[config.mk]
export PLATFORM = sky130hd
export DESIGN_NAME = integer_to_ascii_formatter
export DESIGN_NICKNAME = d
export VERILOG_FILES = /design/src/hw/rtl/itaf_pkg.sv /design/src/hw/rtl/itaf_dabble.sv /design/src/hw/rtl/integer_to_ascii_formatter.sv
export VERILOG_INCLUDE_DIRS = /design/src /design/src/hw/rtl
export SDC_FILE = /design/constraint.sdc
export NUM_CORES = 1
export LEC_CHECK = 0
export BUFFER_PORTS_ARGS = -buffer_cell sky130_fd_sc_hd__buf_2
export CORE_AREA = 3 3 134 136
export DETAILED_ROUTE_END_ITERATION = 10
export DIE_AREA = 0 0 137 139
export GPL_TIMING_DRIVEN = 0
export HOLD_SLACK_MARGIN = 0.03
export MAX_ROUTING_LAYER = met4
export PLACE_DENSITY = 0.76
export SYNTH_ARGS = -nofsm -noshare
export SYNTH_HDL_FRONTEND = slang
export SYNTH_SLANG_ARGS = --single-unit
export TNS_END_PERCENT = 50
[constraint.sdc]
create_clock -name clk -period 2.68 [get_ports clk]
set_input_delay 0.536 -clock clk [delete_from_list [all_inputs] [get_ports clk]]
set_output_delay 0.536 -clock clk [all_outputs]
set_load 0.005 [all_outputs]
[src/hw/rtl/integer_to_ascii_formatter_assert.svh]
// Assertion macros shared by the integer-to-ASCII formatter RTL.
`ifndef INTEGER_TO_ASCII_FORMATTER_ASSERT_SVH
`define INTEGER_TO_ASCII_FORMATTER_ASSERT_SVH
`ifndef SYNTHESIS
// The condition must hold in the same cycle as the trigger.
`define ITAF_ASSERT_IMPL(lbl, pre, post) \
	lbl: assert property (@(posedge clk) disable iff (!arst_n) (pre) |-> (post)) \
		else $error("formatter assertion failed");
// The condition must hold in the cycle after the trigger.
`define ITAF_ASSERT_NEXT(lbl, pre, post) \
	lbl: assert property (@(posedge clk) disable iff (!arst_n) (pre) |=> (post)) \
		else $error("formatter assertion failed");
`else
`define ITAF_ASSERT_IMPL(lbl, pre, post)
`define ITAF_ASSERT_NEXT(lbl, pre, post)
`endif
`endif

[src/hw/rtl/itaf_pkg.sv]
// Types, constants and helper functions of the integer-to-ASCII formatter.
package itaf_pkg;

	// Format codes carried on the request selector.
	localparam logic [2:0] FMT_SDEC = 3'd0;
	localparam logic [2:0] FMT_UDEC = 3'd1;
	localparam logic [2:0] FMT_HEXL = 3'd2;
	localparam logic [2:0] FMT_HEXU = 3'd3;
	localparam logic [2:0] FMT_PTR  = 3'd4;

	// Binary-to-BCD conversion sizes.
	localparam int DEC_BITS   = 32;
	localparam int BCD_DIGITS = 10;
	localparam int BCD_BITS   = 4 * BCD_DIGITS;

	// ASCII characters used as prefixes.
	localparam logic [7:0] CH_ZERO  = 8'h30;
	localparam logic [7:0] CH_MINUS = 8'h2d;
	localparam logic [7:0] CH_X     = 8'h78;

	// Control states of the formatter.
	typedef enum logic [3:0] {
		ST_IDLE = 4'b0001,
		ST_CONV = 4'b0010,
		ST_SKIP = 4'b0100,
		ST_EMIT = 4'b1000
	} itaf_state_t;

	// Status reported by the BCD converter.
	typedef struct packed {
		logic busy;
		logic done;
	} itaf_dd_status_t;

	// ASCII character of one hex or decimal digit.
	function automatic logic [7:0] digit_char(input logic [3:0] d, input logic upper);
		logic [7:0] base;
		if (d < 4'd10) begin
			base = CH_ZERO;
			digit_char = base + {4'd0, d};
		end else begin
			base = upper ? 8'h41 : 8'h61;
			digit_char = base + {4'd0, d - 4'd10};
		end
	endfunction

endpackage

[src/hw/rtl/itaf_dabble.sv]
// Bit-serial binary-to-BCD converter (shift and add three), one bit per cycle.
module itaf_dabble (
	input  logic                                clk,
	input  logic                                arst_n,
	input  logic                                start,
	input  logic [itaf_pkg::DEC_BITS-1:0]       bin,
	output itaf_pkg::itaf_dd_status_t           status,
	output logic [itaf_pkg::BCD_BITS-1:0]       bcd
);
	import itaf_pkg::*;

	localparam int CNT_W = $clog2(DEC_BITS);
	localparam logic [CNT_W-1:0] CNT_LAST = CNT_W'(DEC_BITS - 1);

	logic [DEC_BITS-1:0] bin_q;
	logic [BCD_BITS-1:0] bcd_q;
	logic [BCD_BITS-1:0] corr;
	logic [CNT_W-1:0]    cnt_q;
	logic                busy_q;
	logic                done_q;

	// Add three to every BCD digit of five or more before the next shift.
	always_comb begin
		for (int i = 0; i < BCD_DIGITS; i++) begin
			if (bcd_q[4*i +: 4] >= 4'd5) begin
				corr[4*i +: 4] = bcd_q[4*i +: 4] + 4'd3;
			end else begin
				corr[4*i +: 4] = bcd_q[4*i +: 4];
			end
		end
	end

	// Sequencing: count the bits shifted in and pulse done at the end.
	always_ff @(posedge clk or negedge arst_n) begin
		if (!arst_n) begin
			cnt_q  <= '0;
			busy_q <= 1'b0;
			done_q <= 1'b0;
		end else begin
			done_q <= busy_q && !start && (cnt_q == CNT_LAST);
			if (start) begin
				cnt_q  <= '0;
				busy_q <= 1'b1;
			end else if (busy_q) begin
				cnt_q <= cnt_q + CNT_W'(1);
				if (cnt_q == CNT_LAST) begin
					busy_q <= 1'b0;
				end
			end
		end
	end

	// Data shift registers.
	always_ff @(posedge clk) begin
		if (start) begin
			bin_q <= bin;
			bcd_q <= '0;
		end else if (busy_q) begin
			bcd_q <= {corr[BCD_BITS-2:0], bin_q[DEC_BITS-1]};
			bin_q <= {bin_q[DEC_BITS-2:0], 1'b0};
		end
	end

	assign status.busy = busy_q;
	assign status.done = done_q;
	assign bcd         = bcd_q;

endmodule

[src/hw/rtl/integer_to_ascii_formatter.sv]
// Top level of the integer-to-ASCII formatter.
//
// A request enters on the slave stream: s_tuser carries the format code
// (signed decimal, unsigned decimal, lower hex, upper hex, pointer) and
// s_tdata the 64-bit argument. The block emits the ASCII text on the
// master stream, most significant character first, one per beat; the
// final character has m_tlast set and carries the character count.
// Unknown format codes are accepted and produce no output.
// One request is handled at a time. Decimal formats pass through the
// bit-serial BCD converter; then leading zeros are stripped and the
// characters are emitted. Hex and pointer formats skip the converter,
// and unknown codes leave the formatter waiting for the next request.
// The output register decouples the sides: a new request is taken as
// soon as the last character has been loaded, even while it waits. A
// stalled receiver simply holds the current character and pauses the
// emitter. Reset clears all control state and drops any pending
// output.
module integer_to_ascii_formatter (
	input  logic        clk,
	input  logic        arst_n,
	input  logic        s_tvalid,
	output logic        s_tready,
	input  logic [63:0] s_tdata,   // [63:0] value
	input  logic [2:0]  s_tuser,   // [2:0] req_type
	output logic        m_tvalid,
	input  logic        m_tready,
	output logic [15:0] m_tdata,   // [7:0] out_char, [12:8] char_count, [15:13] zero
	output logic        m_tlast    // last
);
	import itaf_pkg::*;

	itaf_state_t         state_q;
	logic [63:0]         dig_q;
	logic [4:0]          rem_q;
	logic [4:0]          cnt_q;
	logic [1:0]          pre_q;
	logic                ptr_q;
	logic                upper_q;
	logic                m_valid_q;
	logic [7:0]          m_char_q;
	logic [4:0]          m_count_q;
	logic                m_last_q;

	logic                s_acc;
	logic                out_free;
	logic                neg;
	logic [31:0]         low32;
	logic [31:0]         mag;
	logic                dd_start;
	itaf_dd_status_t     dd_status;
	logic [BCD_BITS-1:0] dd_bcd;
	logic [7:0]          pre_char;

	assign s_tready = (state_q == ST_IDLE);
	assign s_acc    = s_tvalid && s_tready;
	assign out_free = !m_valid_q || m_tready;

	// Magnitude of the low word for the decimal formats.
	assign low32    = s_tdata[31:0];
	assign neg      = (s_tuser == FMT_SDEC) && low32[31];
	assign mag      = neg ? (~low32 + 32'd1) : low32;
	assign dd_start = s_acc && ((s_tuser == FMT_SDEC) || (s_tuser == FMT_UDEC));

	itaf_dabble u_dabble (
		.clk    (clk),
		.arst_n (arst_n),
		.start  (dd_start),
		.bin    (mag),
		.status (dd_status),
		.bcd    (dd_bcd)
	);

	// Prefix character: "0x" for pointers, '-' for negative decimals.
	always_comb begin
		if (ptr_q && (pre_q == 2'd2)) begin
			pre_char = CH_ZERO;
		end else if (ptr_q) begin
			pre_char = CH_X;
		end else begin
			pre_char = CH_MINUS;
		end
	end

	// Control state machine and output valid.
	always_ff @(posedge clk or negedge arst_n) begin
		if (!arst_n) begin
			state_q   <= ST_IDLE;
			m_valid_q <= 1'b0;
		end else begin
			m_valid_q <= ((state_q == ST_EMIT) && out_free) || (m_valid_q && !m_tready);
			unique case (state_q)
				ST_IDLE: begin
					if (s_acc) begin
						unique case (s_tuser) inside
							FMT_SDEC, FMT_UDEC: state_q <= ST_CONV;
							FMT_HEXL, FMT_HEXU, FMT_PTR: state_q <= ST_SKIP;
							default: state_q <= ST_IDLE;
						endcase
					end
				end
				ST_CONV: begin
					if (dd_status.done) begin
						state_q <= ST_SKIP;
					end
				end
				ST_SKIP: begin
					if (!((dig_q[63:60] == 4'd0) && (rem_q > 5'd1))) begin
						state_q <= ST_EMIT;
					end
				end
				ST_EMIT: begin
					if (out_free && (pre_q == 2'd0) && (rem_q == 5'd1)) begin
						state_q <= ST_IDLE;
					end
				end
				default: state_q <= ST_IDLE;
			endcase
		end
	end

	// Digit register, counters and output payload.
	always_ff @(posedge clk) begin
		if (s_acc) begin
			cnt_q   <= '0;
			ptr_q   <= (s_tuser == FMT_PTR);
			upper_q <= (s_tuser == FMT_HEXU);
			if (s_tuser == FMT_PTR) begin
				pre_q <= 2'd2;
				dig_q <= s_tdata;
				rem_q <= 5'd16;
			end else begin
				pre_q <= neg ? 2'd1 : 2'd0;
				dig_q <= {low32, 32'd0};
				rem_q <= 5'd8;
			end
		end
		unique case (state_q)
			ST_CONV: begin
				if (dd_status.done) begin
					dig_q <= {dd_bcd, {(64 - BCD_BITS){1'b0}}};
					rem_q <= 5'(BCD_DIGITS);
				end
			end
			ST_SKIP: begin
				if ((dig_q[63:60] == 4'd0) && (rem_q > 5'd1)) begin
					dig_q <= {dig_q[59:0], 4'd0};
					rem_q <= rem_q - 5'd1;
				end
			end
			ST_EMIT: begin
				if (out_free) begin
					cnt_q <= cnt_q + 5'd1;
					if (pre_q != 2'd0) begin
						m_char_q  <= pre_char;
						m_last_q  <= 1'b0;
						m_count_q <= '0;
						pre_q     <= pre_q - 2'd1;
					end else begin
						m_char_q  <= digit_char(dig_q[63:60], upper_q);
						m_last_q  <= (rem_q == 5'd1);
						m_count_q <= (rem_q == 5'd1) ? (cnt_q + 5'd1) : 5'd0;
						dig_q     <= {dig_q[59:0], 4'd0};
						rem_q     <= rem_q - 5'd1;
					end
				end
			end
			default: begin
			end
		endcase
	end

	assign m_tvalid = m_valid_q;
	assign m_tdata  = {3'd0, m_count_q, m_char_q};
	assign m_tlast  = m_last_q;

	// Checks on the emitter and the converter hand-off.
`include "integer_to_ascii_formatter_assert.svh"
	`ITAF_ASSERT_IMPL(a_last_count, m_tvalid && m_tlast, (m_count_q != 5'd0) && (m_count_q <= 5'd18))
	`ITAF_ASSERT_IMPL(a_mid_count, m_tvalid && !m_tlast, m_count_q == 5'd0)
	`ITAF_ASSERT_IMPL(a_conv_done, dd_status.done || dd_status.busy, state_q == ST_CONV)
	`ITAF_ASSERT_NEXT(a_busy_after, s_acc && (s_tuser <= FMT_PTR), !s_tready)

endmodule
==> out/metrics.yaml, run 1 <==
status:
  run_status: "complete, no violations"
grt:
  grt_pass1_vias: 7646
  grt_pass1_wl_microns: 41650
  grtUsageTotal: 0.2892
  grt_antenna_before_repair: 0
  grt-ovfl-total: 0
  grt_max_degree: 33
synth:
  seq_area_frac_synth: 0.4426
  synth_top_area_frac: 0.2547
  async_flop_share: 0.06857
  synth_cell_type_count: 66
  synthCells: 988
  yosysWarnings: 0
  syn-cell-area_sq_um: 9116
  yosys.area.top_type: "dfxtp_1"
  synth.ff_latch_count: 175
  postSynthAreaPerCell_sq_um: 9.227
  synthTopCellsByArea: "dfxtp_1, edfxtp_1, mux2i_1"
  synth_edf_count: 47
  synthFlopType: "dfxtp_1"
power:
  max-vdd-ir-drop_mv: 0.6439
  total_power_mw: 11.13
  p_leak_nw: 4.235
  p_per_area_nw_per_um2: 1064
floorplanning:
  die_area_sq_um: 19040
  fp.coreArea_sq_um: 17060
  rows: 48
  dieHeight_microns: 139
  start_util: 0.5345
  io_pins: 90
  die_x_microns: 137
placed_design:
  gp_congestion: 0.9654
  hpwlAfterDp_microns: 19270
  io_buffer_count: 81
  dp.cells: 1297
timing:
  hold_violations: 0
  slew_viol_final: 0
  fin_crit_ns: 2.616
  worst_pin_slew_ns: 1.011
  setup_viol: 0
  fmax_mhz: 382.3
  skew_ns: 0.009441
  tns_ns: 0
  fin_hold_ws_ns: 0.3324
  fin_crit_sh: 0.9759
  relSlewSlack: 0.3166
  rsz0062_at_grt: "false"
clock_network:
  clock-sinks: 175
  postCtsSetupRepairBufs: 0
  htree_levels: 4
  clockBufferDepth: 2
  numCtsBuffers: 17
  clk_latency_ns: 0.44
  cts_root_buf: "clkbuf_16"
  clkSlewWorstSetupHoldPaths_ns: 0.07
  cts_tree: "yes"
route:
  via_per_inst: 6.155
  antenna_left: 0
  num_vias: 8180
  routed_wl_microns: 26530
  post_drt_wl_per_cell_microns: 19.96
  drt_drc_violations_left: 0
  drt-initial-drc-count: 1038
  first_pass_iters: 8
worst_setup_path:
  cp.arrival_ns: 2.95
  end_kind: "flip-flop"
  crit_type: "flip-flop to flip-flop"
  worstSetupStartpointType: "flip-flop"
  path_max_fanout: 10
  path_cells: "inv_1, ha_1, o21bai_1, a2111oi_4, a21o_1, clkbuf_1, a222oi_1, o31ai_1"
  critPathMaxStageDelay_ns: 0.51
  cp_slowest_cell: "clkbuf_1"
  crit_required_ns: 3.01
final_layout:
  fillers: 1480
  layout.cells.non_filler: 1329
  antenna_cells: 0
  register_area_sq_um: 4035
  nNetsFinal: 1192
  synthToLayoutAreaGrowth_pct: 14.73
  drive_above_1_share: 0.1313
  multi_input_area_sq_um: 4673
hold_path:
  hp-class: "primary input to flip-flop"
run:
  maxCapViolCount: 0
## sequential cells by signal, summed over array words and instances (netlist names)
name,count
upper_q,1
u_dabble.done_q,1
rem_q,5
u_dabble.bcd,40
cnt_q,5
dig_q,64
u_dabble.cnt_q,5
pre_q,2
m_char_q,7
m_tvalid,1
state_q,4
m_tlast,1
u_dabble.bin_q,32
m_count_q,5
u_dabble.busy_q,1
ptr_q,1
## placed cells by master, fill, tap and decap left out, drive strengths merged, types with 11 or more instances in the layout
cell / count
a22oi: 29
clkbuf: 69
buf: 101
nand3: 13
a21oi: 57
nor3: 16
dfxtp: 116
edfxtp: 47
o2bb2ai: 16
nand2: 91
nor2: 78
nand2b: 11
a221o: 22
ha: 30
inv: 42
nor3b: 11
a211oi: 12
dfrtp: 11
mux2i: 60
xnor2: 41
o21ai: 106
## worst paths after layout
| path | start | endpoint | slack, ns | depth (start not counted) |
|---|---|---|---|---|
| setup reg to reg | rem_q[1]$_DFF_P_ | dig_q[60]$_DFF_P_ | 0.06 | 8 |
| min in group asynchronous | arst_n | m_tvalid$_DFF_PN0_ | 0.51 | 2 |
| hold reg to reg | dig_q[6]$_DFF_P_ | dig_q[6]$_DFF_P_ | 0.46 | 2 |
| hold / removal | s_tvalid | state_q[0]$_DFFE_PN1P_ | 0.33 | 2 |
| setup / recovery | rem_q[1]$_DFF_P_ | dig_q[60]$_DFF_P_ | 0.06 | 8 |
| max in group asynchronous | arst_n | state_q[0]$_DFFE_PN1P_ | 1.90 | 2 |
## metal layers
layer	track usage	part of all wire	up-vias
met5	-	0	-
met4	0.08771	0.027	0
met3	0.05298	0.096	75
met2	0.4361	0.45	410
met1	0.3973	0.42	3904
li1	-	-	3791
## through the flow
step,setup WS [ns],cell area (sq um),utilization
after floorplan,0.08252,9130,-
after global placement,-0.7782,9817,0.5756
after detailed placement,-0.7621,9817,0.5756
after CTS,0.02256,10440,0.6122
after global routing,0.009656,10460,0.6132
final,0.06448,10460,0.6132
## cells in the mapped netlist, drive strengths merged (4+ instances only)
| library cell | number |
|---|---|
| o2bb2ai | 16 |
| nand2b | 11 |
| mux2i | 60 |
| dfrtp | 11 |
| dfxtp | 116 |
| nand2 | 91 |
| and2 | 4 |
| and3 | 5 |
| xnor2 | 41 |
| ha | 30 |
| o31ai | 4 |
| a221o | 22 |
| edfxtp | 47 |
| a31oi | 9 |
| nor2 | 78 |
| clkbuf | 53 |
| o22ai | 4 |
| buf | 20 |
| o21ai | 106 |
| a211oi | 12 |
| nor3 | 16 |
| nor2b | 5 |
| o32ai | 5 |
| nor3b | 11 |
| xor2 | 10 |
| inv | 40 |
| a21oi | 57 |
| nor4 | 5 |
| a22oi | 29 |
| a222oi | 10 |
| a41oi | 4 |
| nand3 | 13 |
## area by class of cell
cell class | instances | area share
clock buffer | 17 | 0.04067
sequential | 175 | 0.3858
multi-input combinational | 702 | 0.4468
inverter | 41 | 0.01471
tap | 225 | 0.02692
timing repair buffer | 82 | 0.03972
clock inverter | 15 | 0.01376
buffer | 72 | 0.03158
## critical path: cells and delay by family, from the launching register on
family	cells	cell delay, ns
compound gates	5	1.32
fa+ha+maj	1	0.20
buf+inv	2	0.59
flops	1	0.39
## where the power goes
group	switching [mW]	internal, mW
registers	0.817	3.86
logic	2.28	1.73
clock network	1.08	1.36
total	4.18	6.95
## timing repair
action / in CTS / in global routing
gates resized for setup: 9 / 5
setup endpoints to repair: 159 / 113
hold buffers: 1 / 0
gates cloned: 0 / 0
endpoints found under the hold margin: 11 / 0
## cells by family (layout without fill, tap and decap cells)
kind of cell	Yosys count	after routing	share of synthesized area
buf+inv	114	227	0.05229
other cells	1	4	0.0004114
compound gates	294	294	0.2096
simple gates	260	260	0.1353
fa+ha+maj	30	30	0.04117
mux	63	63	0.06959
xor+xnor	51	51	0.04900
flops	175	175	0.4426
(Power assumes the default switching activity.)
==> inputs of run 2 (changes only) <==
--- a/config.mk
+++ b/config.mk
@@ -6,14 +6,15 @@
 export SDC_FILE = /design/constraint.sdc
 export NUM_CORES = 1
 export LEC_CHECK = 0
+export ABC_AREA = 1
 export BUFFER_PORTS_ARGS = -buffer_cell sky130_fd_sc_hd__buf_2
-export CORE_AREA = 3 3 134 136
+export CORE_AREA = 3 3 137 139
 export DETAILED_ROUTE_END_ITERATION = 10
-export DIE_AREA = 0 0 137 139
+export DIE_AREA = 0 0 140 142
 export GPL_TIMING_DRIVEN = 0
 export HOLD_SLACK_MARGIN = 0.03
 export MAX_ROUTING_LAYER = met4
-export PLACE_DENSITY = 0.76
+export PLACE_DENSITY = 0.75
 export SYNTH_ARGS = -nofsm -noshare
 export SYNTH_HDL_FRONTEND = slang
 export SYNTH_SLANG_ARGS = --single-unit
==> out/metrics.yaml, run 2 <==
status:
  run_status: "complete, no violations"
grt:
  grt_antenna_before_repair: 0
  grt_pass1_wl_microns: 46570
  grt_pass1_vias: 8725
  grtUsageTotal: 0.3066
  grt-ovfl-total: 0
  grt_max_degree: 42
placed_design:
  pre_cts_ws_ns: 0.04931
  gp_congestion: 0.9771
  io_buffer_count: 85
  hpwlAfterDp_microns: 22150
route:
  met1Wirelength_microns: 12500
  first_pass_iters: 6
  drt_drc_violations_left: 0
  post_drt_wl_per_cell_microns: 18.21
  wl_met2_microns: 13370
  via_per_inst: 5.755
  antenna_left: 0
  maxUsedRoutingLayer: "met4"
  drt-initial-drc-count: 1064
  dr_wl_met3_microns: 2997
  routed_wl_microns: 29470
  num_vias: 9311
clock_network:
  numCtsBuffers: 17
  clock-sinks: 175
  cts_root_buf: "clkbuf_16"
  cts_tree: "yes"
  clockBufferDepth: 2
  clk_latency_ns: 0.44
  htree_levels: 4
  clkSlewWorstSetupHoldPaths_ns: 0.07
synth:
  async_flop_share: 0.06857
  synth.ff_latch_count: 175
  synthTopCellsByArea: "dfxtp_1, edfxtp_1, nand2_1"
  synth_common_cells: "nand2_1, o21ai_0, nor2_1"
  yosys.area.top_type: "dfxtp_1"
  synth_most_common_cell: "nand2_1"
  synth_cell_type_count: 38
  synth_top_area_frac: 0.2458
  syn-cell-area_sq_um: 9447
  seq_area_frac_synth: 0.4272
  yosysWarnings: 0
  synthCells: 1268
  synthFlopType: "dfxtp_1"
  synth_edf_count: 47
  postSynthAreaPerCell_sq_um: 7.450
worst_setup_path:
  cp.arrival_ns: 2.48
  path_max_fanout: 41
  crit_required_ns: 2.76
  end_kind: "flip-flop"
  cp_slowest_cell: "clkbuf_4"
  worst_r2r_path_depth: 6
  regToRegStartpoint: "state_q[2]$_DFFE_PN0P_"
  worstSetupStartpointType: "flip-flop"
  reg2reg_slack_ns: 0.28
  crit_type: "flip-flop to flip-flop"
  path_cells: "nor2_2, nand3_2, nor2_8, nand2_2, nand2_1, clkbuf_4"
  r2r-end: "u_dabble.bin_q[6]$_DFFE_PP_"
  critPathMaxStageDelay_ns: 0.55
floorplanning:
  start_util: 0.5313
  dieHeight_microns: 142
  fp.coreArea_sq_um: 17780
  die_area_sq_um: 19880
  die_x_microns: 140
  rows: 49
  io_pins: 90
timing:
  slew_viol_final: 0
  fmax_mhz: 416.2
  tns_ns: 0
  skew_ns: 0.008720
  hold_violations: 0
  setup_viol: 0
  fin_hold_ws_ns: 0.3230
  fin_crit_ns: 2.403
  fin_crit_sh: 0.8965
  worst_pin_slew_ns: 0.7818
  rsz0062_at_grt: "false"
  setup_ws_ns: 0.2774
  relSlewSlack: 0.4788
final_layout:
  synthToLayoutAreaGrowth_pct: 14.07
  drive_above_1_share: 0.1274
  layout_commonest_cell: "nand2_1"
  largest_reg_flops: 64
  antenna_cells: 0
  fin_util: 0.6061
  fillers: 1696
  multi_input_area_sq_um: 4586
  nNetsFinal: 1477
  regMostFlops: "dig_q"
  register_area_sq_um: 4035
  layout_common_cells: "nand2_1, o21ai_0, nor2_1"
hold_path:
  worstHoldStart: "s_tvalid"
  min_to: "state_q[0]$_DFFE_PN1P_"
  min_path_cells: 2
  hp-class: "primary input to flip-flop"
power:
  p_leak_nw: 4.785
  total_power_mw: 11.96
  p_per_area_nw_per_um2: 1110
  max-vdd-ir-drop_mv: 0.6286
run:
  maxCapViolCount: 0
-- run 2: cell count changes after synthesis, sizes merged, moves of 26 or more --
cell | previous run | this run
a21oi | 57 | 83
xnor2 | 41 | 3
nand3 | 13 | 54
inv | 40 | 134
nor2 | 78 | 153
o21ai | 106 | 178
mux2i | 60 | 0
clkbuf | 53 | 16
o22ai | 4 | 33
nand2 | 91 | 269
-- run 2: routing by layer --
layer	up-vias	GRT usage
met2	488	0.4781
met1	4314	0.4153
met4	0	0.07445
li1	4450	-
met3	59	0.06149
met5	-	-
-- run 2: worst max path at each step --
stage,start,end,slack [ns],depth (start not counted)
after CTS,state_q[2]$_DFFE_PN0P_,u_dabble.bin_q[21]$_DFFE_PP_,0.004,6
final,state_q[2]$_DFFE_PN0P_,u_dabble.bin_q[6]$_DFFE_PP_,0.28,6
after global routing,state_q[2]$_DFFE_PN0P_,u_dabble.bin_q[15]$_DFFE_PP_,0.13,6
after floorplan,state_q[0]$_DFFE_PN1P_,u_dabble.bin_q[0]$_SDFFCE_PN0P_,0.72,5
after detailed placement,state_q[2]$_DFFE_PN0P_,u_dabble.bin_q[0]$_SDFFCE_PN0P_,0.05,6
after global placement,s_tvalid,u_dabble.bin_q[4]$_DFFE_PP_,0.03,6
-- run 2: cells by family (layout without fill, tap and decap cells) --
kind of cell    Yosys count  after routing  synth area share
flops                   175            175            0.4272
xor+xnor                 33             33           0.03060
fa+ha+maj                30             30           0.03974
other cells               1              4         0.0003970
compound gates          349            349            0.2041
simple gates            487            487            0.2094
buf+inv                 193            311           0.08861
-- run 2: repair_timing --
| item | CTS | global route |
|---|---|---|
| hold endpoints to repair | 11 | 0 |
| hold buffers | 1 | 0 |
| gates resized for setup | 0 | 1 |
| setup buffers | 0 | 0 |
| setup endpoints to repair | 0 | 41 |
-- run 2: power by group --
| group | total, mW | internal (mW) | switching [mW] |
|---|---|---|---|
| logic | 4.83 | 1.70 | 3.13 |
| clock network | 2.56 | 1.47 | 1.10 |
| registers | 4.57 | 4.00 | 0.567 |
-- run 2: worst max-delay path: cells and delay by family (launching register included) --
family | cells | cell delay, ns
DFF | 1 | 0.41
and+or+nand+nor | 5 | 1.03
buffers and inverters | 1 | 0.55
-- run 2: cell type report --
cell class,count,area share
Clock inverter,14,0.01521
Clock buffer,18,0.03983
Buffer,59,0.03124
Timing Repair Buffer,86,0.04041
Tap cell,229,0.02659
Sequential cell,175,0.3745
Multi-Input combinational cell,903,0.4256
Inverter,134,0.04668
-- run 2: metrics by stage --
step / cells / cell area (sq um)
floorplan: 1271 / 9458
global placement: 1585 / 10170
detailed placement: 1585 / 10170
CTS: 1618 / 10770
global route: 1618 / 10780
finish: 1618 / 10780
==> inputs of run 3 (changes only) <==
--- a/config.mk
+++ b/config.mk
@@ -14,7 +14,7 @@
 export GPL_TIMING_DRIVEN = 0
 export HOLD_SLACK_MARGIN = 0.03
 export MAX_ROUTING_LAYER = met4
-export PLACE_DENSITY = 0.75
+export PLACE_DENSITY = 0.79
 export SYNTH_ARGS = -nofsm -noshare
 export SYNTH_HDL_FRONTEND = slang
 export SYNTH_SLANG_ARGS = --single-unit
==> out/metrics.yaml, run 3 (synthesis gave the netlist of run 2 again) <==
status:
  run_status: "complete, no violations"
timing:
  relSlewSlack: 0.4852
  fmax_mhz: 423.1
  fin_crit_ns: 2.364
  skew_ns: 0.009470
  fin_crit_sh: 0.8819
  rsz0062_at_grt: "false"
  worst_pin_slew_ns: 0.7722
  hold_violations: 0
  tns_ns: 0
  slew_viol_final: 0
  setup_viol: 0
hold_path:
  hp-class: "primary input to flip-flop"
power:
  switching_power_mw: 4.785
  switching_share: 0.4016
  clockPowerShare: 0.211
  internal-power_mw: 7.130
  p_per_area_nw_per_um2: 1105
  max-vdd-ir-drop_mv: 0.6126
  p_leak_nw: 4.800
  seqPwrFrac: 0.385
  combPwrFrac: 0.404
  total_power_mw: 11.91
final_layout:
  antenna_cells: 0
  layout_commonest_cell: "nand2_1"
  nNetsFinal: 1477
  synthToLayoutAreaGrowth_pct: 14.13
  largest_reg_flops: 64
  regMostFlops: "dig_q"
  drive_above_1_share: 0.1303
  layout_common_cells: "nand2_1, o21ai_0, nor2_1"
worst_setup_path:
  cp.arrival_ns: 2.44
  cp_slowest_cell: "dfstp_2"
  path_cells: "nand3_2, nor2_8, nand2_2, nand2_1, clkbuf_4"
  worstSetupStartpointType: "flip-flop"
  crit_required_ns: 2.75
  critPathBufInv: 1
  path_max_fanout: 41
  end_kind: "flip-flop"
  crit_family: "simple AND/OR/NAND/NOR gates"
  crit_type: "flip-flop to flip-flop"
  critPathMaxStageDelay_ns: 0.56
route:
  first_pass_iters: 6
  drt-initial-drc-count: 1200
  post_drt_wl_per_cell_microns: 17.88
  drt_drc_violations_left: 0
  antenna_left: 0
  num_vias: 9308
  routed_wl_microns: 28930
  via_per_inst: 5.753
floorplanning:
  rows: 49
  dieHeight_microns: 142
  io_pins: 90
  fp.coreArea_sq_um: 17780
  die_x_microns: 140
  die_area_sq_um: 19880
  start_util: 0.5313
grt:
  grt_pass1_vias: 8846
  grt_max_degree: 42
  grt-ovfl-total: 0
  grt_pass1_wl_microns: 45220
  grtUsageTotal: 0.2977
  grt_antenna_before_repair: 0
clock_network:
  cts_tree: "yes"
  clkSlewWorstSetupHoldPaths_ns: 0.07
  clockBufferDepth: 2
  numCtsBuffers: 17
  clk_latency_ns: 0.44
  htree_levels: 4
  cts_root_buf: "clkbuf_16"
  clock-sinks: 175
placed_design:
  io_buffer_count: 85
  hpwlAfterDp_microns: 21630
  gp_congestion: 0.9624
run:
  maxCapViolCount: 0
[run 3: cell type report]
class                   count  area [sq um]
plain buffers              59         336.6
clock buffers              24         536.8
clock inverters             8         62.56
fillers                  1677          6998
inverters                 134         503.0
multi-input cells         903          4586
flip-flops and latches    175          4035
well taps                 229         286.5
repair buffers             86         435.4
[run 3: power by group through the flow]
stage | combinational [mW] | sequential [mW] | clock (mW)
CTS | 4.74 | 4.56 | 2.52
finish | 4.81 | 4.58 | 2.52
global route | 5.45 | 4.67 | 2.64
detailed placement | 4.68 | 4.60 | 0
floorplan | 3.53 | 4.43 | 0
global placement | 4.51 | 4.56 | 0
[run 3: layer usage]
metal	up-vias	wire (microns)	GRT usage	part of all wire
met2	515	12800	0.4447	0.44
met5	-	0	-	0
met3	60	3319	0.08165	0.11
met4	0	905	0.1117	0.031
li1	4449	-	-	-
met1	4284	11910	0.3893	0.41
[run 3: worst register-to-register path: stages, from the launching register on]
cell	delay (ns)
dfstp_2	0.56
nand3_2	0.16
nor2_8	0.24
nand2_2	0.23
nand2_1	0.21
clkbuf_4	0.55
[run 3: path summary, 6_finish.rpt]
kind	startpoint	end	slack, ns	cells after the start
min in group asynchronous	arst_n	u_dabble.cnt_q[1]$_DFFE_PN0P_	0.51	2
setup / recovery	state_q[0]$_DFFE_PN1P_	u_dabble.bin_q[1]$_DFFE_PP_	0.32	5
setup reg to reg	state_q[0]$_DFFE_PN1P_	u_dabble.bin_q[1]$_DFFE_PP_	0.32	5
hold reg to reg	dig_q[6]$_DFF_P_	dig_q[10]$_DFF_P_	0.46	2
hold / removal	s_tvalid	state_q[0]$_DFFE_PN1P_	0.30	2
max in group asynchronous	arst_n	state_q[0]$_DFFE_PN1P_	1.89	2
[run 3: metrics by stage]
stage	instances	setup WS, ns	hold slack, ns	cell area [sq um]	utilization
6_report	1618	0.3164	0.3043	10780	0.6064
4_1_cts	1618	0.09345	0.2893	10780	0.6063
3_5_place_dp	1585	0.05630	0.4363	10170	0.5720
5_1_grt	1618	0.1663	0.3181	10780	0.6064
2_1_floorplan	1271	0.7237	0.2404	9458	-
3_3_place_gp	1585	0.07857	0.4361	10170	0.5720
[run 3: timing repair]
item / in CTS / in global routing
endpoints found under the setup margin: 0 / 41
gates resized for setup: 0 / 1
setup buffers: 0 / 0
hold buffers: 1 / 0
endpoints found under the hold margin: 11 / 0
